**src/rtl/btmmc_pkg.sv**
```systemverilog
// Package for the Beaver triple multiply and MAC check block.
// Holds command and status codes and the controller/datapath command struct.
package btmmc_pkg;

  localparam int unsigned OPEN_DEPTH_DEFAULT = 64;

  typedef enum logic [2:0] {
    CMD_START      = 3'd0,
    CMD_START_SAVE = 3'd1,
    CMD_FINISH     = 3'd2,
    CMD_CHECK      = 3'd3,
    CMD_EMIT       = 3'd4,
    CMD_VERIFY     = 3'd5
  } cmd_t;

  localparam logic [2:0] ST_OK    = 3'd0;
  localparam logic [2:0] ST_CHEAT = 3'd1;
  localparam logic [2:0] ST_FULL  = 3'd2;
  localparam logic [2:0] ST_EMPTY = 3'd3;
  localparam logic [2:0] ST_SEQ   = 3'd4;

  // Multiplier operand selects, one per sequencing step.
  typedef enum logic [2:0] {
    MS_ED    = 3'd0,
    MS_B_EPS = 3'd1,
    MS_A_DEL = 3'd2,
    MS_MB_E  = 3'd3,
    MS_MA_D  = 3'd4,
    MS_KEY_ED = 3'd5,
    MS_CHK_V = 3'd6,
    MS_CHK_M = 3'd7
  } msel_t;

  typedef struct packed {
    logic  load;      // capture the input beat
    logic  start;     // perform start update
    logic  open;      // form epsilon and delta
    logic  mul;       // run one multiply step
    msel_t msel;
    logic  fin_done;  // commit finish result
    logic  rd;        // issue store read
    logic  chk_done;  // commit check step
    logic  emit;      // commit emit
    logic  verify;    // commit verify
    logic  bad;       // out of sequence or unknown
    logic  empty;     // nothing to check
  } ctl_t;

  typedef struct packed {
    logic [2:0] cmd;
    logic       pending_valid;
    logic       can_check;
  } sts_t;

endpackage

```
**src/rtl/btmmc_ctrl.sv**
```systemverilog
// Controller state machine for the Beaver triple multiply block.
// Depends on btmmc_pkg; drives the datapath through ctl_t.
module btmmc_ctrl (
  input  logic              clk,
  input  logic              rst,
  input  logic              in_fire,
  input  logic              out_free,
  input  btmmc_pkg::sts_t   sts,
  output btmmc_pkg::ctl_t   ctl,
  output logic              busy
);
  import btmmc_pkg::*;

  typedef enum logic [5:0] {
    S_IDLE = 6'b000001,
    S_DEC  = 6'b000010,
    S_MUL  = 6'b000100,
    S_RD   = 6'b001000,
    S_CHK  = 6'b010000,
    S_WAIT = 6'b100000
  } state_t;

  state_t state, state_next;
  logic [2:0] step, step_next;

  always_ff @(posedge clk) begin
    if (rst) begin
      state <= S_IDLE;
      step  <= 3'd0;
    end else begin
      state <= state_next;
      step  <= step_next;
    end
  end

  always_comb begin
    ctl = '0;
    ctl.msel = msel_t'(step);
    state_next = state;
    step_next = step;
    busy = (state != S_IDLE);
    unique case (state)
      S_IDLE: begin
        if (in_fire) begin
          ctl.load = 1'b1;
          state_next = S_DEC;
        end
      end
      S_DEC: begin
        if (out_free) begin
          if (sts.cmd == CMD_START || sts.cmd == CMD_START_SAVE) begin
            ctl.start = 1'b1;
            state_next = S_IDLE;
          end else if (sts.cmd == CMD_FINISH) begin
            if (sts.pending_valid) begin
              ctl.open = 1'b1;
              step_next = 3'd0;
              state_next = S_MUL;
            end else begin
              ctl.bad = 1'b1;
              state_next = S_IDLE;
            end
          end else if (sts.cmd == CMD_CHECK) begin
            if (sts.can_check) begin
              ctl.rd = 1'b1;
              state_next = S_RD;
            end else begin
              ctl.empty = 1'b1;
              state_next = S_IDLE;
            end
          end else if (sts.cmd == CMD_EMIT) begin
            ctl.mul = 1'b1;
            ctl.msel = MS_KEY_ED;
            state_next = S_WAIT;
          end else if (sts.cmd == CMD_VERIFY) begin
            ctl.verify = 1'b1;
            state_next = S_IDLE;
          end else begin
            ctl.bad = 1'b1;
            state_next = S_IDLE;
          end
        end
      end
      S_MUL: begin
        ctl.mul = 1'b1;
        if (step == 3'd5) begin
          state_next = S_WAIT;
        end else begin
          step_next = step + 3'd1;
        end
      end
      S_RD: begin
        ctl.mul = 1'b1;
        ctl.msel = MS_CHK_V;
        state_next = S_CHK;
      end
      S_CHK: begin
        ctl.mul = 1'b1;
        ctl.msel = MS_CHK_M;
        state_next = S_WAIT;
      end
      S_WAIT: begin
        if (sts.cmd == CMD_FINISH) ctl.fin_done = 1'b1;
        else if (sts.cmd == CMD_CHECK) ctl.chk_done = 1'b1;
        else ctl.emit = 1'b1;
        state_next = S_IDLE;
      end
      default: state_next = S_IDLE;
    endcase
  end

  assert property (@(posedge clk) disable iff (rst) in_fire |-> state == S_IDLE)
    else $error("beat accepted while busy");
  assert property (@(posedge clk) disable iff (rst) state == S_MUL |-> step <= 3'd5)
    else $error("multiply step overrun");
  assert property (@(posedge clk) disable iff (rst) state == S_RD |=> state == S_CHK)
    else $error("check sequence broken");
endmodule

```
**config.mk**
```make
export PLATFORM = sky130hd
export DESIGN_NAME = btmmc_ctrl
export DESIGN_NICKNAME = d
export VERILOG_FILES = /design/src/rtl/btmmc_pkg.sv /design/src/rtl/btmmc_ctrl.sv
export SDC_FILE = /design/constraint.sdc
export NUM_CORES = 1
export LEC_CHECK = 0
export ABC_AREA = 1
export BUFFER_PORTS_ARGS = -buffer_cell sky130_fd_sc_hd__buf_4
export CORE_MARGIN = 4
export CORE_UTILIZATION = 51
export DETAILED_ROUTE_END_ITERATION = 12
export HOLD_SLACK_MARGIN = 0.05
export PLACE_DENSITY = 0.79
export SYNTH_ARGS = -nofsm -noshare
export SYNTH_HDL_FRONTEND = slang
export SYNTH_SLANG_ARGS = --single-unit
export TNS_END_PERCENT = 5
```
**constraint.sdc**
```tcl
create_clock -name clk -period 3.2 [get_ports clk]
set_clock_uncertainty 0.2 [all_clocks]
set_input_delay 0.32 -clock clk [delete_from_list [all_inputs] [get_ports clk]]
set_output_delay 0.32 -clock clk [all_outputs]
set_load 0.005 [all_outputs]
```
==> results.md, run 1 <==
- H-tree levels: 1
- CTS Buf Count: 3
- Pwr Density: 297.8 nW/µm²
- Core Area: 1171 µm²
- Warnings, synthesis: 0
- Post-DP Area: 854.6 µm²
- Synth cell count leaders: nand2_1, inv_1, nor2_1, dfxtp_1, nand3_1
- Clk sinks: 9
- Post_cts resized: 0
- Initial core utilization: 57.05%
- Max Root-Sink Buffers: 2
- Max_cap viols: 0
- Synth Cell Area: 668.1 µm²
- Critical path fanouts, max: 6
- Top cell type's share of synthesized area: 26.97%
- Register area: 180.2 µm²
- Nets: 150
- First-pass detailed-route iteration total: 4
- Avg Inst Size Synth: 5.966 µm²
- Via count: 758
- Mean number of vias per cell: 4.987
- Mapped Nets: 123
- Worst r2r src: step[0]
- Drt total wl: 1.669 mm
- Total Neg Setup Slack: 0 ps
- GRT Total Usage: 19.35%
- Reg2Reg Depth: 7
- Total grt overflow: 0
- Worst Hold Path EP: state[5]
- Top cells by area, synth: dfxtp_1, nand2_1, inv_1
- # fillers: 107
- Half-perimeter wire length after placement: 1.351 mm
- DRC marker count from the first detailed-route iteration: 19
- Largest net degree at the start of global routing: 10
- Die ar.: 1953 µm²
- Final period demand of the worst path: 2068 ps
- Status: finished clean
- RR Endpoint: state[5]
- Synth cell types: 19
- WL per Instance: 10.98 µm
- Register area share after synthesis: 26.97%
- Post-CTS Setup Bufs: 0
- Register bit total from synthesis: 9
- Final setup fails: 0
- Post-route cell area: 880.8 µm²
- Min-Delay Path Class: in -> reg
- GRT busiest layer: met2
- Cell Rows: 12
- Peak supply drop: 220.6 µV
- Clk pin slew, worst setup/hold paths: 60 ps
- First-pass GRT wire length: 2.773 mm
- Worst Max-Slew Pin Slew: 248.7 ps
- Hold Path Origin: rst
- Post-synth EDFFs: 0
- Antenna cells: 0
- Clock latency on the worst-skew pair: 270 ps
- R2R setup slack: 1740 ps
- Buffers added on ports: 23
- Antenna Violating Nets Remaining: 0
- CTS tree: yes
- Pleak: 0.0004725 µW
- Hold Crit Depth: 2
- Worst Hold Slack: 94.75 ps
- Pins Over Slew Limit: 0
- Slew headroom: 83.27%
- RSZ-0062 raised after global routing: false
- Top_reg_cell synth: dfxtp_1
- Gpl congestion: 0.7963
- F_max: 483.6 MHz
- WS Path Type: reg -> out
- Die Y: 44.20 µm
- CP startpoint kind: flip-flop
- DRC: 0
- Multi-input combinational cell area: 409.1 µm²
- Area grow syn2layout: 31.84%
- Met3 Resource Use GR: 6.098%
- CP Capture Type: output port
- Hold_buf cts: 0
- I/O pin cnt: 24
- Total power: 262.3 µW
- Async S/R FF share, synth: 0%
- Count leader, synth: nand2_1
- Syn Inst Count: 112
- Met2 Use GR: 28.20%
- Met1 Use GR: 26.47%
- Die W: 44.20 µm
- Layout cells sized above 1: 25.36%
- Post-synthesis cell type with the largest combined area: dfxtp_1
- Final period util: 64.62%
- CP arrival: 1550 ps
- Vias in the first global route: 665
- Final hold violations: 0
- WP data required: 2680 ps
- Initial antenna violation count: 0
- Root Driver: clkbuf_4
## cell families (layout without fill, tap and decap cells)
logic type                 Yosys count  after routing  share of synthesized area [%]
AOI/OAI and AO/OA                    8              8                          5.991
xor gates and xnor gates             1              1                          1.311
adders and majority gates            2              2                          3.745
buffers and inverters               21             47                          11.80
DFF                                  9              9                          26.97
and+or+nand+nor                     71             71                          50.19
## flip-flops by register name (all words and copies together), names as in the netlist
signal / cells
state: 6
step: 3
## how the worst max path moves through the flow
stage          startpoint  endpoint  slack [ps]
4_1_cts          state[5]    ctl[1]        1130
3_5_place_dp       sts[2]    ctl[8]        1380
2_1_floorplan    state[5]    ctl[1]        1640
3_3_place_gp       sts[2]    ctl[8]        1400
5_1_grt          state[5]    ctl[2]         980
6_report         state[5]    ctl[1]        1130
## area by class of cell
class,count,share of cell area (%)
clock buffer,4,2.983
inverter,20,8.523
tap,14,1.989
timing repair buffer,23,19.60
multi-input combinational,82,46.45
sequential,9,20.45
## report_power, final
part | switching [µW] | internal [µW]
Sequential | 2.19 | 115
Combinational | 30.5 | 23.3
Clock | 43.0 | 48.3
Total | 75.7 | 187
## layout by cell type (no fill, tap or decap), drive strengths merged
| master | netlist | layout |
|---|---|---|
| nand2 | 31 | 31 |
| buf | 0 | 23 |
| nor2 | 21 | 21 |
| inv | 20 | 20 |
| nand3 | 10 | 10 |
| dfxtp | 9 | 9 |
| a21oi | 7 | 7 |
| nor3 | 5 | 5 |
| clkbuf | 1 | 4 |
| nor4 | 2 | 2 |
| ha | 2 | 2 |
| and2 | 1 | 1 |
| nand4 | 1 | 1 |
| xnor2 | 1 | 1 |
| o21ai | 1 | 1 |
## per-stage QoR
step                      util, %  std cells  worst slack [ps]
final                       75.21        152              1132
after global routing        75.21        152             979.3
after CTS                   75.21        152              1135
after detailed placement    72.97        148              1379
after global placement      72.97        148              1401
after floorplan                 -        112              1638
## critical path, cell delays in order (launching register included)
cell	delay (ps)
dfxtp_1	330
nor2_2	170
nand2_2	110
nor2_4	150
nand2_1	150
nor4_1	220
buf_4	160
## routing by layer
layer	vias to the layer above	share of wire (%)
met3	3	5.9
met1	333	46
met5	-	0
met4	0	1.0
met2	18	47
li1	404	-
Power figures use the tool's default switching activity.
==> inputs of run 2 (changes only) <==
Settings changed: CORE_UTILIZATION 51 to 47, PLACE_DENSITY 0.79 to 0.73.
Clock period 3.2 ns to 2.05 ns, I/O delays scaled along.
==> results.md, run 2 (synthesized netlist as in run 1, its figures left out) <==
- Status: finished clean
- Max reg flops: 6
- Gpl congestion: 0.7615
- Final setup fails: 0
- DRC: 0
- Largest net degree at the start of global routing: 10
- Total grt overflow: 0
- CTS Buf Count: 3
- First-pass GRT wire length: 2.773 mm
- Die ar.: 2089 µm²
- Drt total wl: 1.614 mm
- Buffers added on ports: 23
- WP data required: 1640 ps
- Initial core utilization: 50.71%
- Non-Filler Instances: 155
- Most frequent cells in the layout: nand2_1, buf_4, inv_1
- Via count: 765
- First-pass detailed-route iteration total: 4
- Slew headroom: 77.94%
- Cell Int Power: 293.7 µW
- GRT Total Usage: 17.75%
- Clk sinks: 9
- Mean number of vias per cell: 4.935
- # fillers: 120
- CP arrival: 1450 ps
- Die Y: 45.71 µm
- Final core utilization: 69.61%
- Clock power frac: 33.4%
- Hold Crit Depth: 3
- WS Path Type: reg -> out
- Initial antenna violation count: 0
- Peak supply drop: 364.6 µV
- Max Root-Sink Buffers: 2
- Proportion of power drawn by combinational gates: 21.7%
- Clock latency on the worst-skew pair: 260 ps
- Max_cap viols: 0
- Final hold violations: 0
- Cell Rows: 13
- Worst Hold Slack: 94.58 ps
- Core Area: 1318 µm²
- Critical path fanouts, max: 6
- Area grow syn2layout: 37.27%
- Vias in the first global route: 664
- Placed Cells: 149
- Reg2Reg Depth: 8
- CTS tree: yes
- F_max: 540.5 MHz
- Die W: 45.71 µm
- Sw frac: 27.83%
- Antenna cells: 0
- Final period util: 90.25%
- Total power: 406.9 µW
- CP Capture Type: output port
- Pwr Density: 443.7 nW/µm²
- Worst Max-Slew Pin Slew: 328.4 ps
- Pleak: 0.0004823 µW
- I/O pin cnt: 24
- H-tree levels: 1
- Half-perimeter wire length after placement: 1.246 mm
- Sequential share of power: 45.0%
- Total Neg Setup Slack: 0 ps
- Root Driver: clkbuf_4
- RSZ-0062 raised after global routing: false
- Final period demand of the worst path: 1850 ps
- CP startpoint kind: flip-flop
- Min-Delay Path Class: in -> reg
- Nets: 152
- Clk pin slew, worst setup/hold paths: 60 ps
- Layout cells sized above 1: 27.14%
- Most common cell after layout, fill and taps aside: nand2_1
- DRC marker count from the first detailed-route iteration: 13
- WL per Instance: 10.41 µm
- Pins Over Slew Limit: 0
- Antenna Violating Nets Remaining: 0
- Biggest regs: state: 6 flops, step: 3 flops
- Register bank with the most flops: state
- Psw: 113.2 µW
==> run 2: layout make-up <==
type | count | area [µm²] | area share, %
Clock buffer | 4 | 26.28 | 2.865
Sequential cell | 9 | 180.2 | 19.65
Timing Repair Buffer | 25 | 192.7 | 21.01
Inverter | 20 | 75.07 | 8.186
Multi-Input combinational cell | 82 | 424.2 | 46.25
Tap cell | 15 | 18.77 | 2.046
==> run 2: critical path: stages, from the launching register on <==
cell and delay, ps:
dfxtp_1 330, nor2_2 160, nand2_2 110, nor2_4 160, nand2_2 120, nor4_2 160, buf_4 150
==> run 2: worst paths after layout <==
| kind | startpoint | end | slack, ps |
|---|---|---|---|
| worst max register to register | state[5] | state[5] | 570 |
| worst min register to register | step[1] | step[1] | 340 |
| worst min-delay path | sts[0] | state[3] | 90 |
| worst max-delay path | state[5] | ctl[1] | 200 |
==> run 2: metrics by stage <==
stage	setup WS [ps]	instance area, µm²
6_report	199.9	917.1
3_3_place_gp	444.3	855.8
4_1_cts	112.0	902.1
2_1_floorplan	603.2	668.1
5_1_grt	50.70	917.1
3_5_place_dp	413.0	855.8
==> run 2: power by group through the flow <==
stage	clock network, µW	logic, µW	registers [µW]
floorplan	0	48.4	186
detailed placement	0	82.5	187
global route	150	102	183
global placement	0	82.4	187
finish	136	88.1	183
CTS	141	85.7	183
==> run 2: timing repair <==
| action | 4_1_cts | 5_1_grt |
|---|---|---|
| endpoints found under the setup margin | 0 | 2 |
| setup buffers | 0 | 0 |
| endpoints found under the hold margin | 8 | 0 |
| hold buffers | 2 | 0 |
| gates resized for setup | 0 | 3 |
==> run 2: per-layer routing <==
layer	part of all wire [%]	GRT usage, %	vias to the layer above
li1	-	-	407
met1	47	24.88	343
met2	47	27.02	13
met3	5.1	6.324	2
met4	0.37	1.705	0
met5	0	0	-
